`src/design/assert_macros.svh`:
```
// ----------------------------------------------------------------------------
// assertion helper macros
// clocked property checks that compile away for synthesis
// ----------------------------------------------------------------------------
`ifndef ASSERT_MACROS_SVH
`define ASSERT_MACROS_SVH

`ifndef SYNTHESIS
// property checked on every rising edge, suspended while reset is asserted
`define ASSERT_AT(lbl, clk, rst_n, prop) \
	lbl: assert property (@(posedge clk) disable iff (!rst_n) prop) \
	else $error("assertion failed");
// property checked on every rising edge, reset included
`define ASSERT_ALWAYS(lbl, clk, prop) \
	lbl: assert property (@(posedge clk) prop) \
	else $error("assertion failed");
`else
`define ASSERT_AT(lbl, clk, rst_n, prop)
`define ASSERT_ALWAYS(lbl, clk, prop)
`endif

`endif

```
`src/design/mmrf_pkg.sv`:
```
// ----------------------------------------------------------------------------
// mmrf_pkg
// shared types, codes and helpers of the memory mapper register file
// ----------------------------------------------------------------------------
`default_nettype none

package mmrf_pkg;

	localparam int REGION_COUNT_DEFAULT = 8;
	localparam int REGION_COUNT_MAX     = 8;

	localparam int RF_DEPTH   = 32;
	localparam int RF_IDX_W   = 5;
	localparam int IN_TDATA_W  = 56;
	localparam int OUT_TDATA_W = 80;

	// opcodes
	localparam logic [2:0] OP_READ     = 3'd0;
	localparam logic [2:0] OP_WRITE    = 3'd1;
	localparam logic [2:0] OP_RETURN   = 3'd2;
	localparam logic [2:0] OP_MAILBOX  = 3'd3;
	localparam logic [2:0] OP_CONSUME  = 3'd4;

	// bus request codes
	localparam logic [1:0] BUS_NONE  = 2'd0;
	localparam logic [1:0] BUS_READ  = 2'd1;
	localparam logic [1:0] BUS_WRITE = 2'd2;

	// register indexes
	localparam logic [4:0] REG_DATA_HI  = 5'd0;
	localparam logic [4:0] REG_DATA_LO  = 5'd1;
	localparam logic [4:0] REG_STATUS   = 5'd2;
	localparam logic [4:0] REG_SOUND    = 5'd3;
	localparam logic [4:0] REG_COMMAND  = 5'd5;
	localparam int         REG_RD_ADDR  = 7;
	localparam int         REG_WR_ADDR  = 10;
	localparam int         REG_REGION   = 16;

	// command register values
	localparam logic [7:0] CMD_READ  = 8'h02;
	localparam logic [7:0] CMD_WRITE = 8'h01;

	localparam logic [7:0] IDLE_BYTE   = 8'hFF;
	localparam logic [7:0] STATUS_RUN  = 8'h0F;
	localparam logic [7:0] STATUS_HALT = 8'h00;

	typedef struct packed {
		logic [15:0] return_word;
		logic [7:0]  data;
		logic [23:0] address;
		logic [2:0]  opcode;
	} item_t;

	typedef struct packed {
		logic        hit;
		logic [2:0]  index;
		logic [20:0] offset;
	} dec_t;

	typedef struct packed {
		logic [7:0]  read_data;
		logic [1:0]  bus_request;
		logic [23:0] bus_address;
		logic [15:0] bus_write_data;
		logic        sound_irq;
	} rf_res_t;

	function automatic logic [23:0] size_mask(input logic [1:0] code);
		logic [23:0] m;
		case (code)
			2'd0:    m = 24'h00FFFF;
			2'd1:    m = 24'h01FFFF;
			2'd2:    m = 24'h07FFFF;
			default: m = 24'h1FFFFF;
		endcase
		return m;
	endfunction

	// word address spread over three registers, bits 23:17, 16:9 and 8:1
	function automatic logic [23:0] ind_addr(input logic [7:0] hi, input logic [7:0] mid,
			input logic [7:0] lo);
		return {hi[6:0], 17'd0} | {7'd0, mid, 9'd0} | {15'd0, lo, 1'b0};
	endfunction

endpackage

`default_nettype wire

```
`src/design/mmrf_decode.sv`:
```
// ----------------------------------------------------------------------------
// mmrf_decode
// parallel region compare with lowest-region priority
// ----------------------------------------------------------------------------
`default_nettype none

module mmrf_decode #(
	parameter int REGION_COUNT = mmrf_pkg::REGION_COUNT_DEFAULT
) (
	input  wire logic                          access,
	input  wire logic [23:0]                   address,
	input  wire logic [REGION_COUNT-1:0][1:0]  region_size,
	input  wire logic [REGION_COUNT-1:0][7:0]  region_base,
	output mmrf_pkg::dec_t                     dec
);
	import mmrf_pkg::*;

	always_comb begin
		logic [23:0] mask;
		dec = '0;
		// descend so the lowest matching region is assigned last
		for (int r = REGION_COUNT - 1; r >= 0; r--) begin
			mask = size_mask(region_size[r]);
			if (access && ((address & ~mask) == ({region_base[r], 16'd0} & ~mask))) begin
				dec.hit    = 1'b1;
				dec.index  = 3'(r);
				dec.offset = address[20:0] & mask[20:0];
			end
		end
	end

endmodule

`default_nettype wire

```
`src/design/mmrf_regfile.sv`:
```
// ----------------------------------------------------------------------------
// mmrf_regfile
// register bank, sound mailbox and latch, indirect bus command
// ----------------------------------------------------------------------------
`default_nettype none
`include "assert_macros.svh"

module mmrf_regfile #(
	parameter int REGION_COUNT = mmrf_pkg::REGION_COUNT_DEFAULT
) (
	input  wire logic                          clk,
	input  wire logic                          arst_n,
	input  wire logic                          en,
	input  wire mmrf_pkg::item_t               item,
	input  wire logic                          hit,
	output logic [REGION_COUNT-1:0][1:0]       region_size,
	output logic [REGION_COUNT-1:0][7:0]       region_base,
	output mmrf_pkg::rf_res_t                  res
);
	import mmrf_pkg::*;

	logic [7:0] rf_q [RF_DEPTH];
	logic [7:0] latch_q;
	logic [7:0] mailbox_q;
	logic       irq_q;

	logic [RF_IDX_W-1:0] idx;
	logic                odd;
	logic                file_rd;
	logic                file_wr;

	assign idx     = item.address[RF_IDX_W:1];
	assign odd     = item.address[0];
	assign file_rd = (item.opcode == OP_READ) && !hit && odd;
	assign file_wr = (item.opcode == OP_WRITE) && !hit && odd;

	for (genvar r = 0; r < REGION_COUNT; r++) begin : g_region
		assign region_size[r] = rf_q[REG_REGION + 2 * r][1:0];
		assign region_base[r] = rf_q[REG_REGION + 2 * r + 1];
	end

	always_comb begin
		res = '0;
		res.read_data = IDLE_BYTE;
		if (file_rd) begin
			case (idx)
				REG_DATA_HI: res.read_data = rf_q[REG_DATA_HI];
				REG_DATA_LO: res.read_data = rf_q[REG_DATA_LO];
				REG_STATUS:  res.read_data = (rf_q[REG_STATUS][1:0] == 2'b11) ?
					STATUS_HALT : STATUS_RUN;
				REG_SOUND:   res.read_data = mailbox_q;
				default:     res.read_data = IDLE_BYTE;
			endcase
		end else if (item.opcode == OP_CONSUME) begin
			res.read_data = latch_q;
		end
		if (file_wr && idx == REG_COMMAND) begin
			if (item.data == CMD_READ) begin
				res.bus_request = BUS_READ;
				res.bus_address = ind_addr(rf_q[REG_RD_ADDR], rf_q[REG_RD_ADDR + 1],
					rf_q[REG_RD_ADDR + 2]);
			end else if (item.data == CMD_WRITE) begin
				res.bus_request    = BUS_WRITE;
				res.bus_address    = ind_addr(rf_q[REG_WR_ADDR], rf_q[REG_WR_ADDR + 1],
					rf_q[REG_WR_ADDR + 2]);
				res.bus_write_data = {rf_q[REG_DATA_HI], rf_q[REG_DATA_LO]};
			end
		end
		// interrupt state as it stands after this beat
		if (file_wr && idx == REG_SOUND) begin
			res.sound_irq = 1'b1;
		end else if (item.opcode == OP_CONSUME) begin
			res.sound_irq = 1'b0;
		end else begin
			res.sound_irq = irq_q;
		end
	end

	always_ff @(posedge clk or negedge arst_n) begin
		if (!arst_n) begin
			for (int i = 0; i < RF_DEPTH; i++) begin
				rf_q[i] <= '0;
			end
			latch_q   <= '0;
			mailbox_q <= '0;
			irq_q     <= 1'b0;
		end else if (en) begin
			irq_q <= res.sound_irq;
			if (file_wr) begin
				rf_q[idx] <= item.data;
				if (idx == REG_SOUND) begin
					latch_q <= item.data;
				end
			end
			if (item.opcode == OP_RETURN) begin
				rf_q[REG_DATA_HI] <= item.return_word[15:8];
				rf_q[REG_DATA_LO] <= item.return_word[7:0];
			end
			if (item.opcode == OP_MAILBOX) begin
				mailbox_q <= item.data;
			end
		end
	end

	`ASSERT_AT(a_consume_clears_irq, clk, arst_n, (en && item.opcode == OP_CONSUME) |=> !irq_q)
	`ASSERT_AT(a_hit_is_quiet, clk, arst_n, hit |-> (res.bus_request == BUS_NONE && res.read_data == IDLE_BYTE))
	`ASSERT_AT(a_irq_tracks, clk, arst_n, en |=> (irq_q == $past(res.sound_irq)))

endmodule

`default_nettype wire

```
`src/design/memory_mapper_register_file_core.sv`:
```
// ----------------------------------------------------------------------------
// memory_mapper_register_file_core
// region decoder and register file behind a stream interface
// ----------------------------------------------------------------------------
// usage:
//   one bus access per beat on the s_axis side; one result beat per access
//   on the m_axis side, in order
//   the beat lands in an input register, region decode and register file
//   access run combinationally on it and the result is written into the
//   output register when the beat advances
//   throughput is one beat per cycle when not stalled: the input register
//   is refilled in the same cycle it hands its beat to the output register
//   register file side effects (stores, sound latch, interrupt) take place
//   when the beat moves into the output register
//   reset clears the register file, sound latch, mailbox and interrupt and
//   empties both pipeline registers
//   when m_axis_tready is low the output register holds, one more beat may
//   wait in the input register, and then s_axis_tready drops
// ----------------------------------------------------------------------------
`default_nettype none
`include "assert_macros.svh"

module memory_mapper_register_file_core #(
	parameter int REGION_COUNT = mmrf_pkg::REGION_COUNT_DEFAULT
) (
	input  wire logic                                clk,
	input  wire logic                                arst_n,
	input  wire logic                                s_axis_tvalid,
	output logic                                     s_axis_tready,
	// opcode, address, data, return_word, zero pad
	input  wire logic [mmrf_pkg::IN_TDATA_W-1:0]     s_axis_tdata,
	output logic                                     m_axis_tvalid,
	input  wire logic                                m_axis_tready,
	// read_data, region_hit, region_index, region_offset, bus_request,
	// bus_address, bus_write_data, sound_irq, zero pad
	output logic [mmrf_pkg::OUT_TDATA_W-1:0]         m_axis_tdata
);
	import mmrf_pkg::*;

	item_t   item_s1;
	logic    valid_s1;
	logic    valid_s2;
	logic    advance;
	logic    access;
	dec_t    dec;
	rf_res_t rf_res;
	dec_t    dec_s2;
	rf_res_t rf_s2;

	logic [REGION_COUNT-1:0][1:0] region_size;
	logic [REGION_COUNT-1:0][7:0] region_base;

	assign advance       = valid_s1 && (!valid_s2 || m_axis_tready);
	assign s_axis_tready = !valid_s1 || advance;
	assign access        = (item_s1.opcode == OP_READ) || (item_s1.opcode == OP_WRITE);

	always_ff @(posedge clk or negedge arst_n) begin
		if (!arst_n) begin
			valid_s1 <= 1'b0;
		end else if (s_axis_tvalid && s_axis_tready) begin
			valid_s1 <= 1'b1;
		end else if (advance) begin
			valid_s1 <= 1'b0;
		end
	end

	always_ff @(posedge clk) begin
		if (s_axis_tvalid && s_axis_tready) begin
			item_s1 <= item_t'(s_axis_tdata[$bits(item_t)-1:0]);
		end
	end

	mmrf_decode #(.REGION_COUNT(REGION_COUNT)) u_decode (
		.access      (access),
		.address     (item_s1.address),
		.region_size (region_size),
		.region_base (region_base),
		.dec         (dec)
	);

	mmrf_regfile #(.REGION_COUNT(REGION_COUNT)) u_regfile (
		.clk         (clk),
		.arst_n      (arst_n),
		.en          (advance),
		.item        (item_s1),
		.hit         (dec.hit),
		.region_size (region_size),
		.region_base (region_base),
		.res         (rf_res)
	);

	always_ff @(posedge clk or negedge arst_n) begin
		if (!arst_n) begin
			valid_s2 <= 1'b0;
		end else if (advance) begin
			valid_s2 <= 1'b1;
		end else if (m_axis_tready) begin
			valid_s2 <= 1'b0;
		end
	end

	always_ff @(posedge clk) begin
		if (advance) begin
			dec_s2 <= dec;
			rf_s2  <= rf_res;
		end
	end

	assign m_axis_tvalid = valid_s2;
	assign m_axis_tdata  = {4'd0, rf_s2.sound_irq, rf_s2.bus_write_data, rf_s2.bus_address,
		rf_s2.bus_request, dec_s2.offset, dec_s2.index, dec_s2.hit, rf_s2.read_data};

	`ASSERT_AT(a_full_stall_blocks, clk, arst_n, (valid_s1 && valid_s2 && !m_axis_tready) |-> !s_axis_tready)
	`ASSERT_AT(a_result_drops_taken, clk, arst_n, $fell(valid_s2) |-> $past(m_axis_tready))
	`ASSERT_AT(a_advance_fills, clk, arst_n, advance |=> valid_s2)
	`ASSERT_AT(a_hit_only_access, clk, arst_n, dec.hit |-> access)

endmodule

`default_nettype wire
```
`config.mk`:
```
export PLATFORM = sky130hd
export DESIGN_NAME = memory_mapper_register_file_core
export DESIGN_NICKNAME = d
export VERILOG_FILES = /design/src/design/mmrf_pkg.sv /design/src/design/mmrf_decode.sv /design/src/design/mmrf_regfile.sv /design/src/design/memory_mapper_register_file_core.sv
export VERILOG_INCLUDE_DIRS = /design/src /design/src/design
export SDC_FILE = /design/constraint.sdc
export NUM_CORES = 1
export LEC_CHECK = 0
export BUFFER_PORTS_ARGS = -buffer_cell sky130_fd_sc_hd__buf_2
export CORE_MARGIN = 1
export CORE_UTILIZATION = 55
export CTS_CLUSTER_SIZE = 10
export DETAILED_ROUTE_END_ITERATION = 8
export GPL_ROUTABILITY_DRIVEN = 0
export PLACE_DENSITY = 0.76
export SLEW_MARGIN = 0
export SYNTH_ARGS = -nofsm -noshare
export SYNTH_HDL_FRONTEND = slang
export SYNTH_SLANG_ARGS = --single-unit
```
`constraint.sdc`:
```
create_clock -name clk -period 10.69 [get_ports clk]
set_input_delay 1.069 -clock clk [delete_from_list [all_inputs] [get_ports clk]]
set_output_delay 1.069 -clock clk [all_outputs]
set_load 0.1 [all_outputs]
```
==> impl_metrics.json, run 1 <==
{
  "status": "finished, final reports clean",
  "htreeDepth": 2,
  "placed_cell_area_um2": 13500,
  "grt_max_degree": 98,
  "core_area_um2": 22600,
  "vias": 7690,
  "num_antenna_cells": 0,
  "grt_pass1_wl_um": 42100,
  "start_util_pct": 56.0,
  "synth_top_cell_by_area": "dfrtp_1",
  "hold_class": "flip-flop to flip-flop",
  "fin_nets": 1077,
  "io_pins": 142,
  "final-setup-viol-count": 0,
  "met2_usage_pct": 36.8,
  "dp.cells": 1265,
  "rsz0062_at_grt": "no",
  "slew_violations": 0,
  "synth_cell_type_count": 68,
  "rows": 55,
  "leakagePower_uw": 0.00646,
  "whs_endpoint": "u_regfile.rf_q[193]",
  "r2r_start": "item_s1[19]",
  "synth_ff_type": "dfrtp_1",
  "drcViolationCount": 0,
  "antenna_found_initial": 0,
  "netlist_area_um2": 12700,
  "cp.required_ns": 10.91,
  "grt-busiest-layer": "met2",
  "drive_above_1_share_pct": 33.4,
  "max_slew_margin_pct": 19.9,
  "cap_violations": 0,
  "clk_latency_ns": 0.53,
  "drt_iter0_markers": 511,
  "async_flop_share_pct": 56.4,
  "synthTopCellsByArea": "dfrtp_1 32%, edfxtp_1 30%, mux2_2 12%, xor2_1 2.3%, xnor2_1 2.1%",
  "post_cts_resized": 0,
  "io_buffers": 131,
  "critPathLaunchType": "flip-flop",
  "use_met3_pct": 4.40,
  "period_minus_slack_ns": 4.18,
  "final_cell_count_no_fill": 1326,
  "power_density_nw_per_um2": 183,
  "fp.dieW_um": 154,
  "synth-edff-count": 126,
  "postRouteAntennaNets": 0,
  "hold_start": "u_regfile.rf_q[193]",
  "rr_endpoint": "m_axis_tdata[4]",
  "root_buffer": "clkbuf_16",
  "synth_seq_cells": 289,
  "netlist_instances": 893,
  "max_freq_mhz": 240,
  "peakVddDrop_uv": 147,
  "wl_um": 26600,
  "cts_buffers": 35,
  "path_class": "flip-flop to flip-flop",
  "grt_pass1_vias": 7625,
  "final.setup.tns_ns": 0,
  "area_growth_pct": 14.6,
  "avgSynthCellArea_um2": 14.2,
  "cts_setup_buffers": 0,
  "fin_worst_skew_ns": 0.0331,
  "cts_sinks": 289,
  "dp_hpwl_um": 17000,
  "r2r_slack_ns": 6.51,
  "worstMarginPinSlew_ns": 1.19,
  "wl_per_cell_um": 20.1,
  "reg2reg_depth": 8,
  "min_period_over_period_pct": 39.1,
  "die_y_um": 154,
  "path_max_fanout": 31,
  "yosysWarnings": 0,
  "cts_tree": "built",
  "grt_use_met1_pct": 32.6,
  "synth_seq_area_share_pct": 62.0,
  "finalHoldViolCount": 0,
  "cts_buffer_depth": 3,
  "hold_depth": 1,
  "via_per_inst": 5.80,
  "arrival_ns": 4.39,
  "cts_hold_buf": 0,
  "cp-end-kind": "flip-flop",
  "grtUsageTotal_pct": 23.2,
  "synth_top_cell_area_share_pct": 32.1,
  "clk_pin_slew_ns": 0.05,
  "overflow": 0,
  "design_area_um2": 14500,
  "firstDrtPassIters": 4,
  "die_area_um2": 23700
}
## synth_stat cells, types with 4 or more instances
cell      count
a211o_1       4
a21oi_1      12
a221o_1      16
a22oi_1      28
a31oi_1       5
a32oi_1       4
and2_1       41
and3_1        9
buf_1         5
buf_2         7
buf_4        11
buf_6         4
clkbuf_1     33
dfrtp_1     163
edfxtp_1    126
inv_1         8
mux2_1       18
mux2_2      132
nand2_1      20
nand2b_1      4
nand3_1      13
nand3_4       8
nand4_1       6
nor2_1       43
nor2b_1      21
nor3_1       11
nor4_1        6
o211a_1       6
o211ai_1      4
o21ai_0      11
xnor2_1      31
xor2_1       33
## worst max path at each step
stage                        from  depth (start not counted)                         to
global placement      item_s1[19]                          8            m_axis_tdata[4]
CTS                   item_s1[19]                          8            m_axis_tdata[4]
detailed placement    item_s1[19]                          8            m_axis_tdata[4]
finish                item_s1[19]                          8            m_axis_tdata[4]
floorplan           m_axis_tready                          7  u_regfile.region_base[17]
global route          item_s1[19]                          8            m_axis_tdata[4]
## critical path: stages, from the launching register on
cell and delay [ns]:
edfxtp_1 0.77, xnor2_1 0.15, o211a_1 0.23, o211ai_1 0.52
nand4_2 0.28, nor2b_4 0.63, buf_4 0.48, nor3b_2 0.61
a21oi_1 0.19
## cell type report
class / instances / area [um2]
fill: 1667 / 8100
timing repair buffer: 144 / 759
clock inverter: 3 / 30.0
multi-input combinational: 539 / 4490
sequential: 289 / 7860
inverter: 8 / 31.3
clock buffer: 58 / 1000
tap: 285 / 357
## per-stage QoR
step | setup slack, ns | hold slack, ns | total power (uW) | utilization, %
after floorplan | 6.21 | 0.465 | 1530 | -
after global placement | 6.63 | 0.473 | 1600 | 59.6
after detailed placement | 6.60 | 0.481 | 1610 | 59.6
after CTS | 6.55 | 0.493 | 2680 | 64.2
after global routing | 6.31 | 0.501 | 2750 | 64.2
final | 6.51 | 0.489 | 2660 | 64.2
## power by group
| part | internal [uW] | switching, uW |
|---|---|---|
| clock network | 639 | 431 |
| registers | 1240 | 53.9 |
| logic | 77.4 | 224 |
## registers in the layout (all words and copies together) (netlist names)
name                   cells
m_axis_tdata              75
u_regfile.region_base     64
u_regfile.rf_q            64
item_s1                   51
u_regfile.region_size     16
u_regfile.latch_q          8
u_regfile.mailbox_q        8
m_axis_tvalid              1
u_regfile.irq_q            1
valid_s1                   1
## kinds of logic after synthesis
family	count (synthesis)	share of synthesized area (%)
mux	151	13.4
compound gates	109	6.88
simple gates	210	10.5
buf+inv	69	2.80
other cells	1	0.0296
xor+xnor	64	4.42
flops	289	62.0
## placed cells by master, fill, tap and decap left out, types with 16 or more instances in the layout
cell type / Yosys / routed
a221o_1: 16 / 16
dfrtp_1: 163 / 163
buf_2: 7 / 130
xor2_1: 33 / 33
xnor2_1: 31 / 31
a22oi_1: 28 / 28
nor2_1: 43 / 43
clkbuf_1: 33 / 20
mux2_1: 18 / 18
and2_1: 41 / 40
mux2_2: 132 / 132
clkbuf_16: 0 / 36
edfxtp_1: 126 / 126
nor2b_1: 21 / 21
nand2_1: 20 / 20
## layer usage
metal  share of wire (%)  wire length, um
met5                   0                0
met4                 1.7              464
met3                 5.4             1450
met2                  48            12700
met1                  45            12000
Note: power is estimated with default switching activity, not from simulation.
==> run 2: changes to the inputs <==
Clock period 10.69 ns to 4.33 ns, I/O delays scaled along.
==> run 2 against run 1 <==
Via count is 0.10% higher. Worst setup slack worse by 5.7 ns. Maximum frequency increased by 19%. Worst hold slack lost 0.42 ns. Combinational power grew 150%. Routed wire length grew 1.3%. Sequential power rose by 150%. Critical path depth unchanged. Critical path type unchanged. Largest cell class unchanged.
==> impl_metrics.json, run 2 (synthesized netlist as in run 1, its figures left out) <==
{
  "status": "finished, final reports clean",
  "fin_nets": 1082,
  "multiInputGateArea_um2": 4490,
  "cts_buffer_depth": 3,
  "peakVddDrop_uv": 375,
  "final_cell_count_no_fill": 1331,
  "critPathLaunchType": "flip-flop",
  "core_area_um2": 22600,
  "root_buffer": "clkbuf_16",
  "final.setup.tns_ns": 0,
  "rsz0062_at_grt": "no",
  "drt_iter0_markers": 505,
  "die_y_um": 154,
  "hold_slack_ns": 0.0650,
  "final_common_cell": "dfrtp_1",
  "swShare_pct": 26.3,
  "power_uw": 6590,
  "final-setup-viol-count": 0,
  "dp_hpwl_um": 17300,
  "min_period_over_period_pct": 81.0,
  "clk_latency_ns": 0.51,
  "clockPowerShare_pct": 40.3,
  "max_freq_mhz": 285,
  "drive_above_1_share_pct": 33.8,
  "grtUsageTotal_pct": 23.6,
  "cts_buffers": 35,
  "grt_pass1_wl_um": 42800,
  "fin_worst_skew_ns": 0.0178,
  "final-seq-area_um2": 7860,
  "cp.required_ns": 4.71,
  "cts_tree": "built",
  "htreeDepth": 2,
  "leakagePower_uw": 0.00650,
  "rows": 55,
  "grt_max_degree": 107,
  "mostFrequentLayoutCells": "163 x dfrtp_1, 132 x mux2_2, 130 x buf_2, 126 x edfxtp_1, 43 x nor2_1",
  "slew_violations": 0,
  "wl_um": 27000,
  "path_class": "flip-flop to flip-flop",
  "fillers": 1648,
  "worstMarginPinSlew_ns": 1.14,
  "power_density_nw_per_um2": 451,
  "clk_pin_slew_ns": 0.05,
  "cts_sinks": 289,
  "intPower_uw": 4850,
  "num_antenna_cells": 0,
  "io_buffers": 131,
  "seq_power_share_pct": 48.4,
  "largest_reg_flops": 75,
  "finalHoldViolCount": 0,
  "postRouteAntennaNets": 0,
  "arrival_ns": 3.89,
  "cp-end-kind": "flip-flop",
  "period_minus_slack_ns": 3.51,
  "drcViolationCount": 0,
  "dp.cells": 1270,
  "area_growth_pct": 15.1,
  "p_sw_uw": 1730,
  "max_slew_margin_pct": 23.3,
  "vias": 7698,
  "grt_pass1_vias": 7672,
  "power_frac_comb_pct": 11.3,
  "fp.dieW_um": 154,
  "hold_class": "input port to async pin",
  "via_per_inst": 5.78,
  "wl_per_cell_um": 20.3,
  "path_max_fanout": 12,
  "die_area_um2": 23700,
  "cap_violations": 0,
  "overflow": 0,
  "post_cts_resized": 0,
  "start_util_pct": 56.0,
  "cts_hold_buf": 0,
  "io_pins": 142,
  "cts_setup_buffers": 0,
  "firstDrtPassIters": 5,
  "antenna_found_initial": 0
}
-- run 2: cell type report --
type | count | share of cell area (%)
well taps | 285 | 2.44
multi-input cells | 539 | 30.8
flip-flops and latches | 289 | 53.8
repair buffers | 149 | 5.54
clock buffers | 59 | 7.03
inverters | 8 | 0.214
clock inverters | 2 | 0.171
-- run 2: layer usage --
layer	track usage [%]	share of wire, %
met3	5.02	5.5
met2	37.9	47
met5	0	0
met1	32.7	46
met4	6.24	1.4
-- run 2: critical path: stages (launching register included) --
cell      delay [ns]
edfxtp_1        0.76
xnor2_1         0.16
o211a_1         0.23
o211ai_1        0.50
nand4_2         0.28
nor2b_4         0.38
buf_4           0.26
and3_1          0.42
mux2_2          0.39
-- run 2: power by group through the flow --
stage / clock (uW) / sequential, uW / combinational [uW]
2_1_floorplan: 0 / 3470 / 305
3_3_place_gp: 0 / 3230 / 734
3_5_place_dp: 0 / 3230 / 745
4_1_cts: 2710 / 3180 / 748
5_1_grt: 2820 / 3200 / 786
6_report: 2660 / 3190 / 744
-- run 2: worst paths after layout --
check	start	slack, ns	cells past startpoint	to
worst max-delay path	item_s1[19]	0.82	8	u_regfile.region_base[5]
worst min-delay path	arst_n	0.07	1	u_regfile.rf_q[153]
worst max register to register	item_s1[19]	0.82	8	u_regfile.region_base[5]
worst min register to register	u_regfile.rf_q[195]	0.49	1	u_regfile.rf_q[195]
max in group asynchronous	arst_n	3.26	2	u_regfile.region_base[13]
min in group clk	s_axis_tdata[3]	0.10	1	item_s1[3]
-- run 2: per-stage QoR --
stage	setup WS (ns)	instance area, um2	util (%)
floorplan	0.0545	12700	-
global placement	0.958	13600	59.9
detailed placement	0.885	13600	59.9
CTS	0.860	14600	64.5
global route	0.641	14600	64.5
finish	0.823	14600	64.5
